### src/bhpq_pkg.sv
// Shared types and constants of the binary min-heap priority queue.
// No dependencies.
`timescale 1ns / 1ps
`default_nettype none

package bhpq_pkg;

  localparam int KEY_W    = 16;
  localparam int PAY_W    = 8;
  localparam int STATUS_W = 2;
  localparam int OCC_W    = 7;
  localparam int ENTRY_W  = KEY_W + PAY_W;

  // item kinds
  localparam logic KIND_INSERT = 1'b0;
  localparam logic KIND_REMOVE = 1'b1;

  // result status codes
  localparam logic [STATUS_W-1:0] ST_OK    = 2'd0;
  localparam logic [STATUS_W-1:0] ST_EMPTY = 2'd1;
  localparam logic [STATUS_W-1:0] ST_FULL  = 2'd2;

  typedef logic [OCC_W-1:0] occ_t;

  typedef struct packed {
    logic [KEY_W-1:0] key;
    logic [PAY_W-1:0] payload;
  } entry_t;

  typedef struct packed {
    logic                out_valid;
    logic [KEY_W-1:0]    out_key;
    logic [PAY_W-1:0]    out_payload;
    logic [STATUS_W-1:0] status;
    occ_t                occupancy;
  } res_t;

endpackage

`default_nettype wire

### src/bhpq_if.sv
// Valid/ready channel interfaces for the heap queue's item and result words.
// Depends on bhpq_pkg.
`timescale 1ns / 1ps
`default_nettype none

interface bhpq_in_if;
  logic                        valid;
  logic                        ready;
  logic                        kind;
  logic [bhpq_pkg::KEY_W-1:0]  key;
  logic [bhpq_pkg::PAY_W-1:0]  payload;

  modport source (output valid, output kind, output key, output payload, input ready);
  modport sink   (input valid, input kind, input key, input payload, output ready);
endinterface

interface bhpq_out_if;
  logic                          valid;
  logic                          ready;
  logic                          out_valid;
  logic [bhpq_pkg::KEY_W-1:0]    out_key;
  logic [bhpq_pkg::PAY_W-1:0]    out_payload;
  logic [bhpq_pkg::STATUS_W-1:0] status;
  logic [bhpq_pkg::OCC_W-1:0]    occupancy;

  modport source (output valid, output out_valid, output out_key, output out_payload,
                  output status, output occupancy, input ready);
  modport sink   (input valid, input out_valid, input out_key, input out_payload,
                  input status, input occupancy, output ready);
endinterface

`default_nettype wire

### src/bhpq_ram.sv
// Generic simple dual-port RAM: one write port, one read port, registered read.
// No dependencies.
`timescale 1ns / 1ps
`default_nettype none

module bhpq_ram #(
  parameter int WIDTH = 24,
  parameter int DEPTH = 64
) (
  input  wire logic                     clk,
  input  wire logic                     we,
  input  wire logic [$clog2(DEPTH)-1:0] waddr,
  input  wire logic [WIDTH-1:0]         wdata,
  input  wire logic                     re,
  input  wire logic [$clog2(DEPTH)-1:0] raddr,
  output logic      [WIDTH-1:0]         rdata
);

  logic [WIDTH-1:0] mem [DEPTH];

  always_ff @(posedge clk) begin
    if (we) begin
      mem[waddr] <= wdata;
    end
    if (re) begin
      rdata <= mem[raddr];
    end
  end

endmodule

`default_nettype wire

### src/bhpq_ctrl.sv
// Heap sequencer: sift-up and sift-down over the heap RAM, one level per pass.
// Depends on bhpq_pkg, bhpq_if and bhpq_ram.
`timescale 1ns / 1ps
`default_nettype none

module bhpq_ctrl #(
  parameter int CAPACITY = 64
) (
  input  wire logic         clk,
  input  wire logic         rst_n,
  bhpq_in_if.sink           in_ch,
  output logic              res_valid,
  output bhpq_pkg::res_t    res,
  input  wire logic         res_take
);

  localparam int CW = $clog2(CAPACITY + 1);   // one-based index / count
  localparam int AW = $clog2(CAPACITY);       // RAM address
  localparam logic [CW-1:0] CAP_IDX = CW'(CAPACITY);
  localparam logic [CW-1:0] ROOT    = CW'(1);

  localparam logic [3:0] S_IDLE    = 4'd0;
  localparam logic [3:0] S_UP      = 4'd1;
  localparam logic [3:0] S_UP_CMP  = 4'd2;
  localparam logic [3:0] S_RD_ROOT = 4'd3;
  localparam logic [3:0] S_RD_LAST = 4'd4;
  localparam logic [3:0] S_DN      = 4'd5;
  localparam logic [3:0] S_DN_L    = 4'd6;
  localparam logic [3:0] S_DN_R    = 4'd7;
  localparam logic [3:0] S_DONE    = 4'd8;

  logic [3:0]       state_r, state_nxt;
  logic [CW-1:0]    count_r, count_nxt;
  logic [CW-1:0]    idx_r, idx_nxt;      // hole position
  logic [CW-1:0]    cidx_r, cidx_nxt;    // left child of the hole
  bhpq_pkg::entry_t ent_r, ent_nxt;      // entry being moved
  bhpq_pkg::entry_t top_r, top_nxt;      // removed root
  bhpq_pkg::entry_t child_r, child_nxt;  // left child word
  bhpq_pkg::res_t   res_r, res_nxt;

  logic                      ram_we, ram_re;
  logic [AW-1:0]             ram_waddr, ram_raddr;
  logic [bhpq_pkg::ENTRY_W-1:0] ram_wdata, ram_rdata;
  bhpq_pkg::entry_t          rd;

  logic [CW:0]      lchild;
  logic [CW-1:0]    idx_half;
  logic             take_right;
  bhpq_pkg::entry_t sel_ent;
  logic [CW-1:0]    sel_idx;
  bhpq_pkg::res_t   res_ins, res_rem;

  function automatic logic [AW-1:0] slot_addr(input logic [CW-1:0] idx);
    logic [CW-1:0] z;
    z = idx - 1'b1;
    return z[AW-1:0];
  endfunction

  bhpq_ram #(
    .WIDTH(bhpq_pkg::ENTRY_W),
    .DEPTH(CAPACITY)
  ) u_ram (
    .clk  (clk),
    .we   (ram_we),
    .waddr(ram_waddr),
    .wdata(ram_wdata),
    .re   (ram_re),
    .raddr(ram_raddr),
    .rdata(ram_rdata)
  );

  assign rd        = bhpq_pkg::entry_t'(ram_rdata);
  assign lchild    = {idx_r, 1'b0};
  assign idx_half  = idx_r >> 1;
  // right child wins only when strictly smaller than the left
  assign take_right = (state_r == S_DN_R) && (child_r.key > rd.key);
  assign sel_ent   = (state_r == S_DN_R && !take_right) ? child_r : rd;
  assign sel_idx   = cidx_r + CW'(take_right);

  assign res_ins = '{out_valid: 1'b0, out_key: '0, out_payload: '0,
                     status: bhpq_pkg::ST_OK,
                     occupancy: bhpq_pkg::occ_t'(count_r)};
  assign res_rem = '{out_valid: 1'b1, out_key: top_r.key, out_payload: top_r.payload,
                     status: bhpq_pkg::ST_OK,
                     occupancy: bhpq_pkg::occ_t'(count_r)};

  assign in_ch.ready = (state_r == S_IDLE);
  assign res_valid   = (state_r == S_DONE);
  assign res         = res_r;

  // Reads and writes to the same slot never share a cycle: each pass writes the
  // hole and only then reads the next level.
  always_comb begin
    state_nxt = state_r;
    count_nxt = count_r;
    idx_nxt   = idx_r;
    cidx_nxt  = cidx_r;
    ent_nxt   = ent_r;
    top_nxt   = top_r;
    child_nxt = child_r;
    res_nxt   = res_r;
    ram_we    = 1'b0;
    ram_waddr = slot_addr(idx_r);
    ram_wdata = ent_r;
    ram_re    = 1'b0;
    ram_raddr = '0;

    case (state_r)
      S_IDLE: begin
        if (in_ch.valid) begin
          if (in_ch.kind == bhpq_pkg::KIND_INSERT) begin
            if (count_r == CAP_IDX) begin
              res_nxt = '{out_valid: 1'b0, out_key: '0, out_payload: '0,
                          status: bhpq_pkg::ST_FULL,
                          occupancy: bhpq_pkg::occ_t'(count_r)};
              state_nxt = S_DONE;
            end else begin
              count_nxt = count_r + 1'b1;
              idx_nxt   = count_r + 1'b1;
              ent_nxt   = '{key: in_ch.key, payload: in_ch.payload};
              state_nxt = S_UP;
            end
          end else begin
            if (count_r == '0) begin
              res_nxt = '{out_valid: 1'b0, out_key: '0, out_payload: '0,
                          status: bhpq_pkg::ST_EMPTY,
                          occupancy: bhpq_pkg::occ_t'(count_r)};
              state_nxt = S_DONE;
            end else begin
              ram_re    = 1'b1;
              ram_raddr = slot_addr(ROOT);
              state_nxt = S_RD_ROOT;
            end
          end
        end
      end
      S_UP: begin
        if (idx_r == ROOT) begin
          ram_we    = 1'b1;
          res_nxt   = res_ins;
          state_nxt = S_DONE;
        end else begin
          ram_re    = 1'b1;
          ram_raddr = slot_addr(idx_half);
          state_nxt = S_UP_CMP;
        end
      end
      S_UP_CMP: begin
        ram_we = 1'b1;
        if (ent_r.key < rd.key) begin
          ram_wdata = rd;          // parent moves down into the hole
          idx_nxt   = idx_half;
          state_nxt = S_UP;
        end else begin
          res_nxt   = res_ins;
          state_nxt = S_DONE;
        end
      end
      S_RD_ROOT: begin
        top_nxt   = rd;
        ram_re    = 1'b1;
        ram_raddr = slot_addr(count_r);
        state_nxt = S_RD_LAST;
      end
      S_RD_LAST: begin
        ent_nxt   = rd;
        count_nxt = count_r - 1'b1;
        idx_nxt   = ROOT;
        state_nxt = S_DN;
      end
      S_DN: begin
        if (lchild > {1'b0, count_r}) begin
          ram_we    = 1'b1;
          res_nxt   = res_rem;
          state_nxt = S_DONE;
        end else begin
          ram_re    = 1'b1;
          ram_raddr = slot_addr(lchild[CW-1:0]);
          cidx_nxt  = lchild[CW-1:0];
          state_nxt = S_DN_L;
        end
      end
      S_DN_L, S_DN_R: begin
        if (state_r == S_DN_L && cidx_r < count_r) begin
          child_nxt = rd;
          ram_re    = 1'b1;
          ram_raddr = slot_addr(cidx_r + 1'b1);
          state_nxt = S_DN_R;
        end else begin
          ram_we = 1'b1;
          if (sel_ent.key < ent_r.key) begin
            ram_wdata = sel_ent;   // smaller child moves up into the hole
            idx_nxt   = sel_idx;
            state_nxt = S_DN;
          end else begin
            res_nxt   = res_rem;
            state_nxt = S_DONE;
          end
        end
      end
      S_DONE: begin
        if (res_take) begin
          state_nxt = S_IDLE;
        end
      end
      default: begin
        state_nxt = S_IDLE;
      end
    endcase
  end

  always_ff @(posedge clk) begin
    if (!rst_n) begin
      state_r <= S_IDLE;
      count_r <= '0;
    end else begin
      state_r <= state_nxt;
      count_r <= count_nxt;
    end
  end

  always_ff @(posedge clk) begin
    idx_r   <= idx_nxt;
    cidx_r  <= cidx_nxt;
    ent_r   <= ent_nxt;
    top_r   <= top_nxt;
    child_r <= child_nxt;
    res_r   <= res_nxt;
  end

endmodule

`default_nettype wire

### src/binary_min_heap_priority_queue.sv
// Top level of the binary min-heap priority queue: sequencer plus output register.
// Depends on bhpq_pkg, bhpq_if, bhpq_ram and bhpq_ctrl.
//
// in_ch carries one item word per handshake: kind (0 insert, 1 remove), key and
// payload. out_ch returns exactly one result word per item, in order: the removed
// entry (out_valid, out_key, out_payload), a status and the occupancy after it.
// Work per item, from accept to out_ch.valid, on the single RAM read port:
//   insert: per level the parent is read, then compared and the hole written;
//           the entry is written when it reaches the root or a parent stops it;
//   remove: the root and the last entry are read, then per level the left and
//           the right child are read before the compare and the hole write (only
//           the left when it is the last child);
//   full and empty reports go straight to the result word.
// One item is worked at a time: in_ch.ready rises with the result word, so an
// item is worked through before the next one is taken.
// A stalled receiver keeps the word in the output register; the next item is
// still taken and worked, then waits with in_ch.ready low until that register frees.
// Reset (rst_n low, synchronous) empties the heap and drops any pending result;
// the heap RAM is not cleared, only slots up to the count are ever read.
`timescale 1ns / 1ps
`default_nettype none

module binary_min_heap_priority_queue #(
  parameter int CAPACITY = 64
) (
  input  wire logic clk,
  input  wire logic rst_n,
  bhpq_in_if.sink   in_ch,
  bhpq_out_if.source out_ch
);

  logic           res_valid;
  logic           res_take;
  bhpq_pkg::res_t res;

  logic           out_valid_r;
  bhpq_pkg::res_t out_word_r;

  bhpq_ctrl #(
    .CAPACITY(CAPACITY)
  ) u_ctrl (
    .clk      (clk),
    .rst_n    (rst_n),
    .in_ch    (in_ch),
    .res_valid(res_valid),
    .res      (res),
    .res_take (res_take)
  );

  assign res_take = !out_valid_r || out_ch.ready;

  always_ff @(posedge clk) begin
    if (!rst_n) begin
      out_valid_r <= 1'b0;
    end else if (res_take) begin
      out_valid_r <= res_valid;
    end
  end

  always_ff @(posedge clk) begin
    if (res_take && res_valid) begin
      out_word_r <= res;
    end
  end

  assign out_ch.valid       = out_valid_r;
  assign out_ch.out_valid   = out_word_r.out_valid;
  assign out_ch.out_key     = out_word_r.out_key;
  assign out_ch.out_payload = out_word_r.out_payload;
  assign out_ch.status      = out_word_r.status;
  assign out_ch.occupancy   = out_word_r.occupancy;

endmodule

`default_nettype wire

### src/flat_wrapper.sv
// flat-port wrapper written by rule: the top's interface ports become plain ports
module binary_min_heap_priority_queue_flat 
#(
  parameter int CAPACITY = 64
)
  (clk, rst_n, in_ch_valid, in_ch_kind, in_ch_key, in_ch_payload, in_ch_ready, out_ch_valid, out_ch_out_valid, out_ch_out_key, out_ch_out_payload, out_ch_status, out_ch_occupancy, out_ch_ready);
  bhpq_in_if in_ch_i ();
  bhpq_out_if out_ch_i ();
  input  wire logic clk;
  input  wire logic rst_n;
  input wire logic [$bits(in_ch_i.valid)-1:0] in_ch_valid;
  input wire logic [$bits(in_ch_i.kind)-1:0] in_ch_kind;
  input wire logic [$bits(in_ch_i.key)-1:0] in_ch_key;
  input wire logic [$bits(in_ch_i.payload)-1:0] in_ch_payload;
  output wire logic [$bits(in_ch_i.ready)-1:0] in_ch_ready;
  output wire logic [$bits(out_ch_i.valid)-1:0] out_ch_valid;
  output wire logic [$bits(out_ch_i.out_valid)-1:0] out_ch_out_valid;
  output wire logic [$bits(out_ch_i.out_key)-1:0] out_ch_out_key;
  output wire logic [$bits(out_ch_i.out_payload)-1:0] out_ch_out_payload;
  output wire logic [$bits(out_ch_i.status)-1:0] out_ch_status;
  output wire logic [$bits(out_ch_i.occupancy)-1:0] out_ch_occupancy;
  input wire logic [$bits(out_ch_i.ready)-1:0] out_ch_ready;
  assign in_ch_i.valid = in_ch_valid;
  assign in_ch_i.kind = in_ch_kind;
  assign in_ch_i.key = in_ch_key;
  assign in_ch_i.payload = in_ch_payload;
  assign in_ch_ready = in_ch_i.ready;
  assign out_ch_valid = out_ch_i.valid;
  assign out_ch_out_valid = out_ch_i.out_valid;
  assign out_ch_out_key = out_ch_i.out_key;
  assign out_ch_out_payload = out_ch_i.out_payload;
  assign out_ch_status = out_ch_i.status;
  assign out_ch_occupancy = out_ch_i.occupancy;
  assign out_ch_i.ready = out_ch_ready;
  binary_min_heap_priority_queue #(.CAPACITY(CAPACITY)) u_core (.clk(clk), .rst_n(rst_n), .in_ch(in_ch_i), .out_ch(out_ch_i));
endmodule
### config.mk
export PLATFORM = sky130hd
export DESIGN_NAME = binary_min_heap_priority_queue_flat
export DESIGN_NICKNAME = d
export VERILOG_FILES = /design/src/bhpq_pkg.sv /design/src/bhpq_if.sv /design/src/bhpq_ram.sv /design/src/bhpq_ctrl.sv /design/src/binary_min_heap_priority_queue.sv /design/src/flat_wrapper.sv
export SDC_FILE = /design/constraint.sdc
export NUM_CORES = 2
export LEC_CHECK = 0
export ABC_AREA = 0
export BUFFER_PORTS_ARGS = -buffer_cell sky130_fd_sc_hd__clkbuf_2
export CORE_MARGIN = 5
export CORE_UTILIZATION = 45
export CTS_CLUSTER_SIZE = 30
export DETAILED_ROUTE_END_ITERATION = 12
export GPL_ROUTABILITY_DRIVEN = 0
export SKIP_LAST_GASP = 1
export SLEW_MARGIN = 20
export SYNTH_ARGS = -nofsm -noshare
export SYNTH_HDL_FRONTEND = slang
export SYNTH_SLANG_ARGS = --single-unit
### constraint.sdc
create_clock -name clk -period 15.4 [get_ports clk]
set_input_delay 0.77 -clock clk [delete_from_list [all_inputs] [get_ports clk]]
set_output_delay 0.77 -clock clk [all_outputs]
set_load 0.02 [all_outputs]
==> flow_summary.yaml <==
worst_hold_path:
  min_path_type: "input pin to flop"
drt:
  first_pass_iters: 7
  vias: 38100
  vias_per_cell: 6.06
  drc: 0
  wl_per_cell_microns: 30.3
  drtIter0Drc: 4537
  postRouteAntennaNets: 0
  routed_wl_mm: 190
timing:
  fmax_mhz: 145
  setup_viol_count_final: 0
  timing.final.hold_violations: 0
  setup_slack_ns: 8.52
  worst_slew_pin_slew_ns: 1.27
  rsz0062_at_grt: "no"
  post-route-period-util_pct: 44.6
  slew_violations: 0
  slew_headroom_pct: 14.8
  post-route-min-period_ns: 6.88
  setup_tns_ns: 0
  clock_skew_ns: 0.0308
floorplan:
  num_rows: 143
  initial_core_util_pct: 45.3
  ios: 65
  die_area_sq_um: 161000
  coreArea_sq_um: 152000
  fp.dieW_microns: 401
  die_h_microns: 401
clock_tree:
  worstSkewPairLatency_ns: 0.82
  cts_sinks: 1725
  htreeDepth: 4
  clkTransAtPathRegs_ns: 0.06
  numCtsBuffers: 171
  ctsHoldBuffers: 0
  cts-root-buf: "clkbuf_16"
  cts_tree: "yes"
  cts_resized: 0
  post_cts_buffers: 0
  clockBufferDepth: 3
synth:
  yosys_warnings: 0
  ys_top_cells_by_area: "edfxtp_1 75%, mux4_2 7.1%, mux2i_1 3.0%, nand2_1 2.5%, ha_1 1.2%"
  synth_top_cell_area_share_pct: 74.6
  synth_most_common_cell: "edfxtp_1"
  ys_top_cells_by_count: "1,713 x edfxtp_1, 461 x nand2_1, 217 x mux4_2, 205 x mux2i_1, 121 x nand3_1"
  synth_fp_nets: 4037
  yosysTopAreaCell: "edfxtp_1"
  synth_flop_cell: "edfxtp_1"
  ys_seq_area_share_pct: 75.0
  synthesis.area_sq_um: 68900
  synth-seq-cells: 1725
  synth-async-reset-ratio_pct: 0
  syn_inst: 3944
  synth_cell_types: 78
  syn_area_per_cell_sq_um: 17.5
  synth_edf_count: 1713
final_layout:
  areaGrowthSynthToFinish_pct: 12.8
  fillCellCount: 12300
  design_area_sq_um: 77700
  nNetsFinal: 4198
  drive_gt1_share_pct: 19.2
setup_path:
  slowest_delay_ns: 0.74
  arrival_ns: 7.43
  crit_type: "flop to flop"
  worstSetupEndpointType: "flop"
  cp.required_ns: 15.95
  crit_path_top_delay_cell: "a221o_2"
  timing.critical_path.mode_cell: "a21o_1"
  cp_max_fo: 33
  path_cells: "inv_1 -> ha_1 -> nand4_1 -> or3_1 -> a31oi_1 -> nor2_1 -> buf_4 -> nand2_1 -> o21ai_0 -> ha_1 -> a21o_1 -> a21o_1 -> a221o_1 -> a221oi_1 -> o211ai_1 -> nand2b_1 -> a21oi_2 -> a21o_1 -> a221o_2 -> buf_4"
  worstSetupStartpointType: "flop"
global_route:
  overflow: 0
  grt_start_max_net_pins: 146
  grt_pass1_wl_mm: 272
  grt.total_usage_pct: 23.3
  antenna_found_initial: 11
  grt_pass1_vias: 36900
job:
  cap_violations: 0
place:
  place_hpwl_mm: 108
  placed_cell_area_sq_um: 72200
  port_buffers: 64
  place_ws_ns: 8.33
status:
  status: "finished clean"
pwr:
  leakage_nw: 25.9
  peakVddDrop_uv: 118
  power.density_nw_per_um2: 182
cell type report:
type,instances,area (sq um),area share [%]
inverter,53,199,0.256
tap,2030,2540,3.27
sequential,1725,51700,66.5
multi-input combinational,1943,16300,21.0
timing repair buffer,211,1470,1.90
clock inverter,104,1040,1.34
antenna,3,7.51,0.00966
clock buffer,210,4460,5.73
registers in the layout, summed over array words and instances (netlist names), 2 cells and up:
register,flops
u_core.out_ch.out_payload,8
u_core.u_ctrl.res_rem,24
u_core.u_ctrl.res,34
u_core.u_ctrl.idx_r,7
u_core.u_ctrl.u_ram.mem,1536
u_core.u_ctrl.state_r,4
u_core.u_ctrl.count_r,7
u_core.u_ctrl.u_ram.rdata,24
u_core.u_ctrl.child_r,24
u_core.out_ch.occupancy,7
u_core.out_ch.out_key,16
u_core.u_ctrl.cidx_r,6
u_core.u_ctrl.ent_r,24
u_core.out_ch.status,2
power breakdown:
group | switching, mW | internal, mW
Combinational | 2.69 | 1.16
Sequential | 0.194 | 5.94
Clock | 1.78 | 2.35
Total | 4.66 | 9.46
routing by layer:
| layer | vias to the layer above | wire length (microns) | track usage, % |
|---|---|---|---|
| met5 | - | 55 | 0 |
| met4 | 8 | 6500 | 8.03 |
| met3 | 299 | 17600 | 5.59 |
| met2 | 1816 | 86800 | 35.6 |
| met1 | 19900 | 79300 | 33.0 |
| li1 | 16100 | - | - |
placed cells by master, fill, tap and decap left out, types with 16 or more instances in the layout:
| cell type | instances |
|---|---|
| clkbuf_2 | 64 |
| and2_1 | 30 |
| a21o_1 | 19 |
| nor2_2 | 57 |
| inv_1 | 53 |
| and3_1 | 68 |
| mux2i_1 | 205 |
| a211oi_1 | 97 |
| a22oi_1 | 18 |
| a221o_2 | 22 |
| nor3_1 | 28 |
| o22ai_1 | 20 |
| nand2_1 | 460 |
| clkinv_1 | 39 |
| nand4_1 | 19 |
| a21oi_1 | 82 |
| a311oi_1 | 18 |
| nand3_1 | 119 |
| a22o_1 | 50 |
| o21ai_0 | 74 |
| bufinv_16 | 17 |
| clkbuf_1 | 37 |
| a31o_2 | 16 |
| a31oi_1 | 33 |
| clkinv_2 | 27 |
| buf_4 | 143 |
| xnor2_1 | 18 |
| mux4_2 | 217 |
| clkbuf_16 | 172 |
| edfxtp_1 | 1713 |
| nor2_1 | 36 |
| ha_1 | 64 |
worst paths after layout:
| path | startpoint | to | slack (ns) | cells after the start |
|---|---|---|---|---|
| max | u_core.u_ctrl.u_ram.rdata[22] | u_core.u_ctrl.u_ram.mem[47][4] | 8.52 | 20 |
| min | in_ch_key[4] | u_core.u_ctrl.ent_r[12] | 0.25 | 3 |
| max reg2reg | u_core.u_ctrl.u_ram.rdata[22] | u_core.u_ctrl.u_ram.mem[47][4] | 8.52 | 20 |
| min reg2reg | u_core.u_ctrl.res[4] | u_core.out_ch.occupancy[4] | 0.41 | 0 |
logic make-up after synthesis:
| family | share of synthesized area, % |
|---|---|
| adder cells (fa/ha/maj) | 1.18 |
| buffers and inverters | 2.01 |
| multiplexers | 10.1 |
| XOR/XNOR | 0.267 |
| flip-flops | 75.0 |
| AO/OA/AOI/OAI | 5.57 |
| AND/OR/NAND/NOR | 5.90 |
metrics by stage:
stage          utilization (%)  cells  hold slack [ns]  total power [mW]
2_1_floorplan                -   3944            0.400              8.41
3_3_place_gp              47.4   5958            0.401              9.99
3_5_place_dp              47.5   5961            0.405              10.1
4_1_cts                   51.1   6275            0.190              14.2
5_1_grt                   51.1   6276            0.228              14.6
6_report                  51.1   6279            0.249              14.1
worst max-delay path, delay by kind of cell, from the launching register on:
family | cells | cell delay, ns
flops | 1 | 0.71
buf+inv | 3 | 0.98
compound gates | 10 | 3.03
fa+ha+maj | 2 | 0.64
simple gates | 5 | 1.20
Power figures use the tool's default switching activity.
